**src/rtl/assert_macros.svh**
```systemverilog
// assertion macros for the ir decoder rtl
// expects clk_i and rst_ni in the scope that uses them
`ifndef ASSERT_MACROS_SVH
`define ASSERT_MACROS_SVH
`ifndef SYNTHESIS
`define ASSERT_CLK(lbl, prop) \
  lbl: assert property (@(posedge clk_i) disable iff (!rst_ni) prop) \
    else $error("ir decoder assertion failed");
`define ASSERT_ALWAYS(lbl, prop) \
  lbl: assert property (@(posedge clk_i) prop) \
    else $error("ir decoder invariant failed");
`else
`define ASSERT_CLK(lbl, prop)
`define ASSERT_ALWAYS(lbl, prop)
`endif
`endif

```
**src/rtl/irdec_pkg.sv**
```systemverilog
// shared types, constants and helpers for the ir edge-time frame decoder
// no dependencies
package irdec_pkg;

  localparam int DURATION_SLOTS = 64;
  localparam int SLOT_AW        = $clog2(DURATION_SLOTS);
  localparam int EDGE_CNT_W     = 7;
  localparam int HALF_BITS      = 27;
  localparam int HB_W           = 5;
  localparam int CODE_W         = 7;
  localparam int CFG_IDX_W      = 3;
  localparam int CFG_DATA_W     = 8;

  // register indexes
  localparam logic [CFG_IDX_W-1:0] REG_SHORT_MIN = 3'd0;
  localparam logic [CFG_IDX_W-1:0] REG_SHORT_MAX = 3'd1;
  localparam logic [CFG_IDX_W-1:0] REG_LONG_MIN  = 3'd2;
  localparam logic [CFG_IDX_W-1:0] REG_LONG_MAX  = 3'd3;
  localparam logic [CFG_IDX_W-1:0] REG_MIN_EDGES = 3'd4;

  // action codes
  localparam logic ACT_STORE  = 1'b0;
  localparam logic ACT_DECODE = 1'b1;

  typedef struct packed {
    logic       action;
    logic [7:0] edge_time;
  } item_t;

  typedef struct packed {
    logic              frame_valid;
    logic [CODE_W-1:0] command_code;
  } result_t;

  // half-bits that land in the command code
  function automatic logic is_code_hb(input logic [HB_W-1:0] h);
    logic hit;
    case (h)
      5'd2, 5'd16, 5'd18, 5'd20, 5'd22, 5'd24, 5'd26: hit = 1'b1;
      default: hit = 1'b0;
    endcase
    return hit;
  endfunction

  // code bit position for a half-bit, msb first from half-bit 2
  function automatic logic [2:0] code_pos(input logic [HB_W-1:0] h);
    logic [2:0] pos;
    case (h)
      5'd2:    pos = 3'd6;
      5'd16:   pos = 3'd5;
      5'd18:   pos = 3'd4;
      5'd20:   pos = 3'd3;
      5'd22:   pos = 3'd2;
      5'd24:   pos = 3'd1;
      default: pos = 3'd0;
    endcase
    return pos;
  endfunction

endpackage

```
**src/rtl/ir_edge_time_frame_decoder.sv**
```systemverilog
// ir edge-time frame decoder: slot memory, edge counter and decode walker
// depends on irdec_pkg and assert_macros.svh
//
// usage: drive item_i with start; a transaction is taken at a rising edge
// with start high and busy low. a store transaction (action 0) writes
// edge_time into the next slot and gives no result; stores past the last
// slot are dropped. a decode transaction (action 1) gives one result on
// result_o, marked by result_valid_o for exactly one cycle.
// with too few stored edges the result (frame_valid 0) appears the cycle
// after acceptance and busy stays low. otherwise the count is cleared and
// the walker reads the slot memory from slot 1 upward and decodes at most
// slots 1..27, one read per cycle through its single read port; busy is
// high while the walker runs and low again when the result shows.
// the receiver cannot stall: results are taken in the cycle they show.
// configuration is written through cfg_we_i / cfg_addr_i / cfg_wdata_i at
// any edge, with no wait. reset clears the count and the per-slot valid
// flags (unwritten slots read as zero) and loads the default thresholds.
`include "assert_macros.svh"

module ir_edge_time_frame_decoder (
  input  logic                                 clk_i,
  input  logic                                 rst_ni,
  input  logic                                 start,
  output logic                                 busy,
  input  irdec_pkg::item_t                     item_i,
  output logic                                 result_valid_o,
  output irdec_pkg::result_t                   result_o,
  input  logic                                 cfg_we_i,
  input  logic [irdec_pkg::CFG_IDX_W-1:0]      cfg_addr_i,
  input  logic [irdec_pkg::CFG_DATA_W-1:0]     cfg_wdata_i
);
  import irdec_pkg::*;

  localparam logic ST_IDLE = 1'b0;
  localparam logic ST_WALK = 1'b1;

  logic [7:0] short_min_q, short_max_q, long_min_q, long_max_q;
  logic [EDGE_CNT_W-1:0] min_edges_q;

  logic [7:0]                slot_mem [DURATION_SLOTS];
  logic [DURATION_SLOTS-1:0] slot_vld_q;
  logic [7:0]                rd_data_q;
  logic                      rd_vld_q;

  logic                  state_q, state_d;
  logic [EDGE_CNT_W-1:0] edge_count_q, edge_count_d;
  logic [HB_W-1:0]       rd_slot_q, rd_slot_d;
  logic                  pend_q, pend_d;
  logic                  lvl_q, lvl_d;
  logic [HB_W-1:0]       hb_cnt_q, hb_cnt_d;
  logic [CODE_W-1:0]     code_q, code_d;
  logic                  res_vld_q, res_vld_d;
  result_t               res_q, res_d;

  logic               accept;
  logic               do_store;
  logic               rd_en;
  logic [HB_W-1:0]    rd_idx;
  logic [SLOT_AW-1:0] rd_addr;
  logic [SLOT_AW-1:0] wr_addr;
  logic [7:0]         dur;
  logic               is_short, is_long, hb_val;
  logic [HB_W-1:0]    hb_nxt;

  assign busy           = (state_q == ST_WALK);
  assign accept         = start && !busy;
  assign do_store       = accept && (item_i.action == ACT_STORE) &&
                          (edge_count_q < EDGE_CNT_W'(DURATION_SLOTS));
  assign wr_addr        = edge_count_q[SLOT_AW-1:0];
  assign rd_en          = (state_q == ST_WALK);
  assign rd_idx         = rd_slot_q - 5'd1;
  assign rd_addr        = SLOT_AW'(rd_idx);
  assign result_valid_o = res_vld_q;
  assign result_o       = res_q;

  // configuration registers
  always_ff @(posedge clk_i or negedge rst_ni) begin
    if (!rst_ni) begin
      short_min_q <= 8'd23;
      short_max_q <= 8'd36;
      long_min_q  <= 8'd51;
      long_max_q  <= 8'd64;
      min_edges_q <= 7'd13;
    end else if (cfg_we_i) begin
      case (cfg_addr_i)
        REG_SHORT_MIN: short_min_q <= cfg_wdata_i;
        REG_SHORT_MAX: short_max_q <= cfg_wdata_i;
        REG_LONG_MIN:  long_min_q  <= cfg_wdata_i;
        REG_LONG_MAX:  long_max_q  <= cfg_wdata_i;
        REG_MIN_EDGES: min_edges_q <= cfg_wdata_i[EDGE_CNT_W-1:0];
        default: ;
      endcase
    end
  end

  // slot memory, entry i holds slot i+1
  always_ff @(posedge clk_i) begin
    if (do_store) begin
      slot_mem[wr_addr] <= item_i.edge_time;
    end
    if (rd_en) begin
      rd_data_q <= slot_mem[rd_addr];
    end
  end

  always_ff @(posedge clk_i or negedge rst_ni) begin
    if (!rst_ni) begin
      slot_vld_q <= '0;
      rd_vld_q   <= 1'b0;
    end else begin
      if (do_store) begin
        slot_vld_q[wr_addr] <= 1'b1;
      end
      if (rd_en) begin
        rd_vld_q <= slot_vld_q[rd_addr];
      end
    end
  end

  // classify the duration read last cycle
  always_comb begin
    dur      = rd_vld_q ? rd_data_q : 8'd0;
    is_short = (dur > short_min_q) && (dur < short_max_q);
    is_long  = !is_short && (dur > long_min_q) && (dur < long_max_q);
    hb_val   = (is_short || is_long) ? lvl_q : 1'b0;
    hb_nxt   = hb_cnt_q + 5'd1;
  end

  always_comb begin
    state_d      = state_q;
    edge_count_d = edge_count_q;
    rd_slot_d    = rd_slot_q;
    pend_d       = pend_q;
    lvl_d        = lvl_q;
    hb_cnt_d     = hb_cnt_q;
    code_d       = code_q;
    res_vld_d    = 1'b0;
    res_d        = res_q;

    case (state_q)
      ST_IDLE: begin
        if (accept && (item_i.action == ACT_STORE)) begin
          if (do_store) begin
            edge_count_d = edge_count_q + 7'd1;
          end
        end else if (accept) begin
          if (edge_count_q > min_edges_q) begin
            edge_count_d = '0;
            state_d      = ST_WALK;
            rd_slot_d    = 5'd1;
            pend_d       = 1'b0;
            hb_cnt_d     = '0;
            code_d       = '0;
          end else begin
            res_vld_d = 1'b1;
            res_d     = '0;
          end
        end
      end
      ST_WALK: begin
        // issue the next read while the previous slot is decoded
        rd_slot_d = rd_slot_q + 5'd1;
        lvl_d     = rd_slot_q[0];
        pend_d    = 1'b1;
        if (pend_q) begin
          if (is_code_hb(hb_cnt_q)) begin
            code_d[code_pos(hb_cnt_q)] = hb_val;
          end
          // second half-bit of a long duration, dropped past the last one
          if (is_long && (hb_nxt < 5'(HALF_BITS)) && is_code_hb(hb_nxt)) begin
            code_d[code_pos(hb_nxt)] = hb_val;
          end
          hb_cnt_d = is_long ? hb_cnt_q + 5'd2 : hb_nxt;
          if (hb_cnt_d >= 5'(HALF_BITS)) begin
            state_d   = ST_IDLE;
            pend_d    = 1'b0;
            res_vld_d = 1'b1;
            res_d.frame_valid  = 1'b1;
            res_d.command_code = code_d;
          end
        end
      end
      default: state_d = ST_IDLE;
    endcase
  end

  always_ff @(posedge clk_i or negedge rst_ni) begin
    if (!rst_ni) begin
      state_q      <= ST_IDLE;
      edge_count_q <= '0;
      pend_q       <= 1'b0;
      hb_cnt_q     <= '0;
      res_vld_q    <= 1'b0;
    end else begin
      state_q      <= state_d;
      edge_count_q <= edge_count_d;
      pend_q       <= pend_d;
      hb_cnt_q     <= hb_cnt_d;
      res_vld_q    <= res_vld_d;
    end
  end

  always_ff @(posedge clk_i) begin
    rd_slot_q <= rd_slot_d;
    lvl_q     <= lvl_d;
    code_q    <= code_d;
    res_q     <= res_d;
  end

  `ASSERT_CLK(a_result_not_busy, result_valid_o |-> !busy)
  `ASSERT_CLK(a_invalid_code_zero,
              (result_valid_o && !result_o.frame_valid) |-> (result_o.command_code == '0))
  `ASSERT_CLK(a_walk_count_clear, busy |-> (edge_count_q == '0))
  `ASSERT_CLK(a_short_frame_reply,
              (start && !busy && (item_i.action == ACT_DECODE) &&
               (edge_count_q <= min_edges_q)) |=> (result_valid_o && !result_o.frame_valid))
  `ASSERT_CLK(a_hb_bound, hb_cnt_q <= 5'(HALF_BITS + 1))

endmodule
```
**config.mk**
```make
export PLATFORM = sky130hd
export DESIGN_NAME = ir_edge_time_frame_decoder
export DESIGN_NICKNAME = d
export VERILOG_FILES = /design/src/rtl/irdec_pkg.sv /design/src/rtl/ir_edge_time_frame_decoder.sv
export VERILOG_INCLUDE_DIRS = /design/src /design/src/rtl
export SDC_FILE = /design/constraint.sdc
export NUM_CORES = 1
export LEC_CHECK = 0
export ABC_CLOCK_PERIOD_IN_PS = 5200
export BUFFER_PORTS_ARGS = -buffer_cell sky130_fd_sc_hd__buf_2
export CAP_MARGIN = 20
export CORE_MARGIN = 2
export CORE_UTILIZATION = 65
export CTS_CLUSTER_SIZE = 8
export DETAILED_ROUTE_END_ITERATION = 8
export PLACE_DENSITY_LB_ADDON = 0.05
export SLEW_MARGIN = 20
export SYNTH_ARGS = -nofsm -noshare
export SYNTH_HDL_FRONTEND = slang
export SYNTH_SLANG_ARGS = --single-unit
```
**constraint.sdc**
```tcl
create_clock -name clk_i -period 5.2 [get_ports clk_i]
set_clock_uncertainty 0.2 [all_clocks]
set_input_delay 0.78 -clock clk_i [delete_from_list [all_inputs] [get_ports clk_i]]
set_output_delay 0.78 -clock clk_i [all_outputs]
set_load 0.02 [all_outputs]
```
==> flow_metrics.tcl <==
set metrics [dict create \
    grt_pass1_vias 9137 \
    core_area_mm2 0.0241 \
    ys_types 58 \
    fmax_ghz 0.262 \
    sequentialPowerShare_pct 36.9 \
    finalNetCount 1067 \
    htree_num_levels 2 \
    fillers 1436 \
    max-vdd-ir-drop_uv 422 \
    maxSlewViolCount 0 \
    cts.path.max_buffers 3 \
    p_int_mw 7.25 \
    holdCritStartpoint "slot_vld_q[16]" \
    tns_ps 0 \
    cts_buffers 52 \
    syn_inst 939 \
    grt_pass1_wl_um 55400 \
    tightest_slew_ps 1120 \
    rsz0062_at_grt "false" \
    switching_share_pct 31.8 \
    synthAdderAreaFrac_pct 3.31 \
    outcome "complete, no violations" \
    hp-class "reg2reg" \
    cts_root_buf "clkbuf_16" \
    num_vias 8758 \
    yosys_warnings 0 \
    via_per_inst 6.39 \
    timing.reg2reg.setup_slack_ps 1390 \
    dieWidth_um 160 \
    power_density_mw_per_mm2 593 \
    die_h_um 160 \
    synth_ff_type "edfxtp_1" \
    grt_max_degree 56 \
    area_growth_pct 13.4 \
    grt-ovfl-total 0 \
    power_frac_clock_pct 30.0 \
    worst_hold_path.num_cells 1 \
    min_period_ps 3810 \
    cp_max_fo 15 \
    postSynthRegisterBits 372 \
    cts_tree "built" \
    yosysMostFrequentCell "edfxtp_1" \
    netlist_area_mm2 0.0158 \
    first_iter_violations 1020 \
    drcViolationCount 0 \
    cp.required_ps 5160 \
    r2r_end "result_o[6]" \
    power.total_mw 10.6 \
    synth_area_leader_cell "edfxtp_1" \
    postSynthAreaPerCell_um2 16.8 \
    cts_num_sinks 372 \
    worstPathArrival_ps 3770 \
    cp-start-kind "flip-flop" \
    clkTransAtPathRegs_ps 50 \
    crit_path_end_kind "flip-flop" \
    slew_headroom_pct 24.9 \
    r2r-start "rd_vld_q" \
    pin_count 34 \
    synth_edf_count 285 \
    synth_top_family_by_area "multiplexers" \
    cp_slowest_cell "dfrtp_1" \
    grt.total_usage_pct 29.1 \
    num_antenna_cells 0 \
    hpwl_um 21900 \
    antenna_found_initial 0 \
    wl_per_cell_um 26.0 \
    path_class "reg2reg" \
    crit_chain "and2_1 -> ha_1 -> nand4_1 -> or4_1 -> o211a_2 -> a211oi_2 -> buf_4 -> mux2i_1 -> o21ai_0" \
    wirelength_um 35600 \
    muxShareOfSynthArea_pct 15.0 \
    finalHoldViolations 0 \
    reg2reg_depth 9 \
    drv_cap 0 \
    combPwrFrac_pct 33.1 \
    firstDrtPassIters 5 \
    synth_xor_area_share_pct 0.935 \
    rows 57 \
    die-area_mm2 0.0256 \
    yosys-top-cells-count "edfxtp_1, mux4_2, dfrtp_1, nand2_1, nor2_1" \
    syn-num-nets 1003 \
    drive_gt1_share_pct 25.9 \
    ant_nets 0 \
    synth.top_cell.area_share_pct 54.2 \
    placement.io_buffers 33 \
    cpPeakStageDelay_ps 540 \
    period_share_pct 73.3 \
    async_flop_share_pct 23.4 \
    place_congestion 0.869 \
    p_leak_nw 6.52 \
    synth_compound_area_share_pct 3.89 \
    power.net_switching_mw 3.38 \
    synth_simple_gate_area_share_pct 6.86 \
    seq_area_frac_synth_pct 68.1 \
    synthTopCellsByArea "edfxtp_1, mux4_2, dfrtp_1, ha_1, dfstp_2" \
    min_delay_worst_endpoint "slot_vld_q[16]" \
    postCtsSetupBuffers 0 \
    clock_latency_ps 560 \
    setup_viol 0 \
    initial_core_util_pct 65.5 \
]
## how the worst max path moves through the flow
| stage | start | end | slack (ps) | depth (start not counted) |
|---|---|---|---|---|
| after global placement | rd_vld_q | result_o[3] | 1550 | 9 |
| after global routing | rd_vld_q | result_o[4] | 1130 | 10 |
| final | rd_vld_q | result_o[6] | 1390 | 9 |
| after floorplan | rd_slot_q[0] | rd_data_q[0] | 1790 | 10 |
| after detailed placement | rd_vld_q | result_o[2] | 1410 | 9 |
| after CTS | rd_vld_q | result_o[0] | 1380 | 9 |
## cell families after synthesis
| kind of cell | count (synthesis) |
|---|---|
| compound gates | 92 |
| xor+xnor | 16 |
| fa+ha+maj | 42 |
| buf+inv | 74 |
| flops | 372 |
| mux | 122 |
| simple gates | 221 |
## registers in the layout, summed over array words and instances, names as in the netlist
name,flops
slot_mem,256
lvl_q,1
hb_cnt_q,5
short_max_q,8
short_min_q,8
rd_data_q,8
busy,1
result_o,8
min_edges_q,7
edge_count_q,7
code_q,7
rd_slot_q,5
rd_vld_q,1
long_max_q,8
pend_q,1
result_valid_o,1
long_min_q,8
slot_vld_q,32
## power by group through the flow
| stage | sequential [mW] | clock, mW | combinational (mW) |
|---|---|---|---|
| floorplan | 3.85 | 0 | 2.56 |
| global placement | 3.94 | 0 | 3.35 |
| detailed placement | 3.97 | 0 | 3.46 |
| CTS | 3.92 | 3.22 | 3.53 |
| global route | 3.96 | 3.35 | 3.77 |
| finish | 3.92 | 3.18 | 3.51 |
## worst max-delay path, delay by kind of cell, from the launching register on
kind            cells  cell delay [ps]
flops               1              540
compound gates      3              840
fa+ha+maj           1              330
buf+inv             1              230
simple gates        3              950
mux                 1              340
## what timing repair did
item,4_1_cts,5_1_grt
resized for setup,0,0
endpoints found under the hold margin,27,0
hold buffers,1,0
setup endpoints to repair,0,0
## layout make-up
type,count,area (µm²),share of cell area (%)
clock buffer,94,1480,8.27
clock inverter,3,76.3,0.426
inverter,41,154,0.860
multi-input combinational,493,4780,26.7
sequential,372,10800,60.1
tap,324,405,2.26
timing repair buffer,43,258,1.44
## per-stage QoR
step / cell area (µm²) / hold WS (ps) / std cells / setup slack [ps] / utilization (%)
2_1_floorplan: 15800 / 234 / 939 / 1790 / -
3_3_place_gp: 16300 / 248 / 1272 / 1550 / 67.7
3_5_place_dp: 16300 / 249 / 1272 / 1410 / 67.8
4_1_cts: 17900 / 261 / 1370 / 1380 / 74.3
5_1_grt: 17900 / 281 / 1370 / 1130 / 74.3
6_report: 17900 / 259 / 1370 / 1390 / 74.3
## routing by layer
metal | up-vias | wire length [µm] | track usage, %
met1 | 4466 | 14200 | 41.3
li1 | 3764 | - | -
met4 | 0 | 796 | 7.86
met2 | 454 | 17700 | 47.8
met5 | - | 0 | 0
met3 | 74 | 2760 | 5.22
## cell usage in the layout (no fill, tap or decap), types with 2 or more instances in the layout
master     netlist  final
a211o_1          3      3
a211oi_1         3      3
a21o_1           2      2
a21oi_1         17     17
a31oi_1          4      4
a41o_2           3      3
a41oi_1          3      3
and2_1          11     11
and4_1           2      2
buf_2            9     32
buf_4            2      9
clkbuf_1        20     41
clkbuf_16        0     53
dfrtp_1         73     73
dfstp_2         14     14
edfxtp_1       285    285
ha_1            40     39
inv_1           41     41
maj3_2           2      2
mux2_2          22     22
mux2i_1         10     10
mux4_2          90     90
nand2_1         61     61
nand2b_1         5      5
nand3_1         14     14
nand3b_1         2      2
nand4_1          2      2
nor2_1          55     55
nor2b_1          9      9
nor3_1           8      8
nor3b_1          6      6
o211ai_1         3      3
o21a_1           3      3
o21ai_0         36     36
o22ai_1          2      2
or2_2           32     32
or3_1            8      8
xnor2_1          9      8
xor2_1           6      5
No activity file was read; power rests on OpenSTA's default activity.
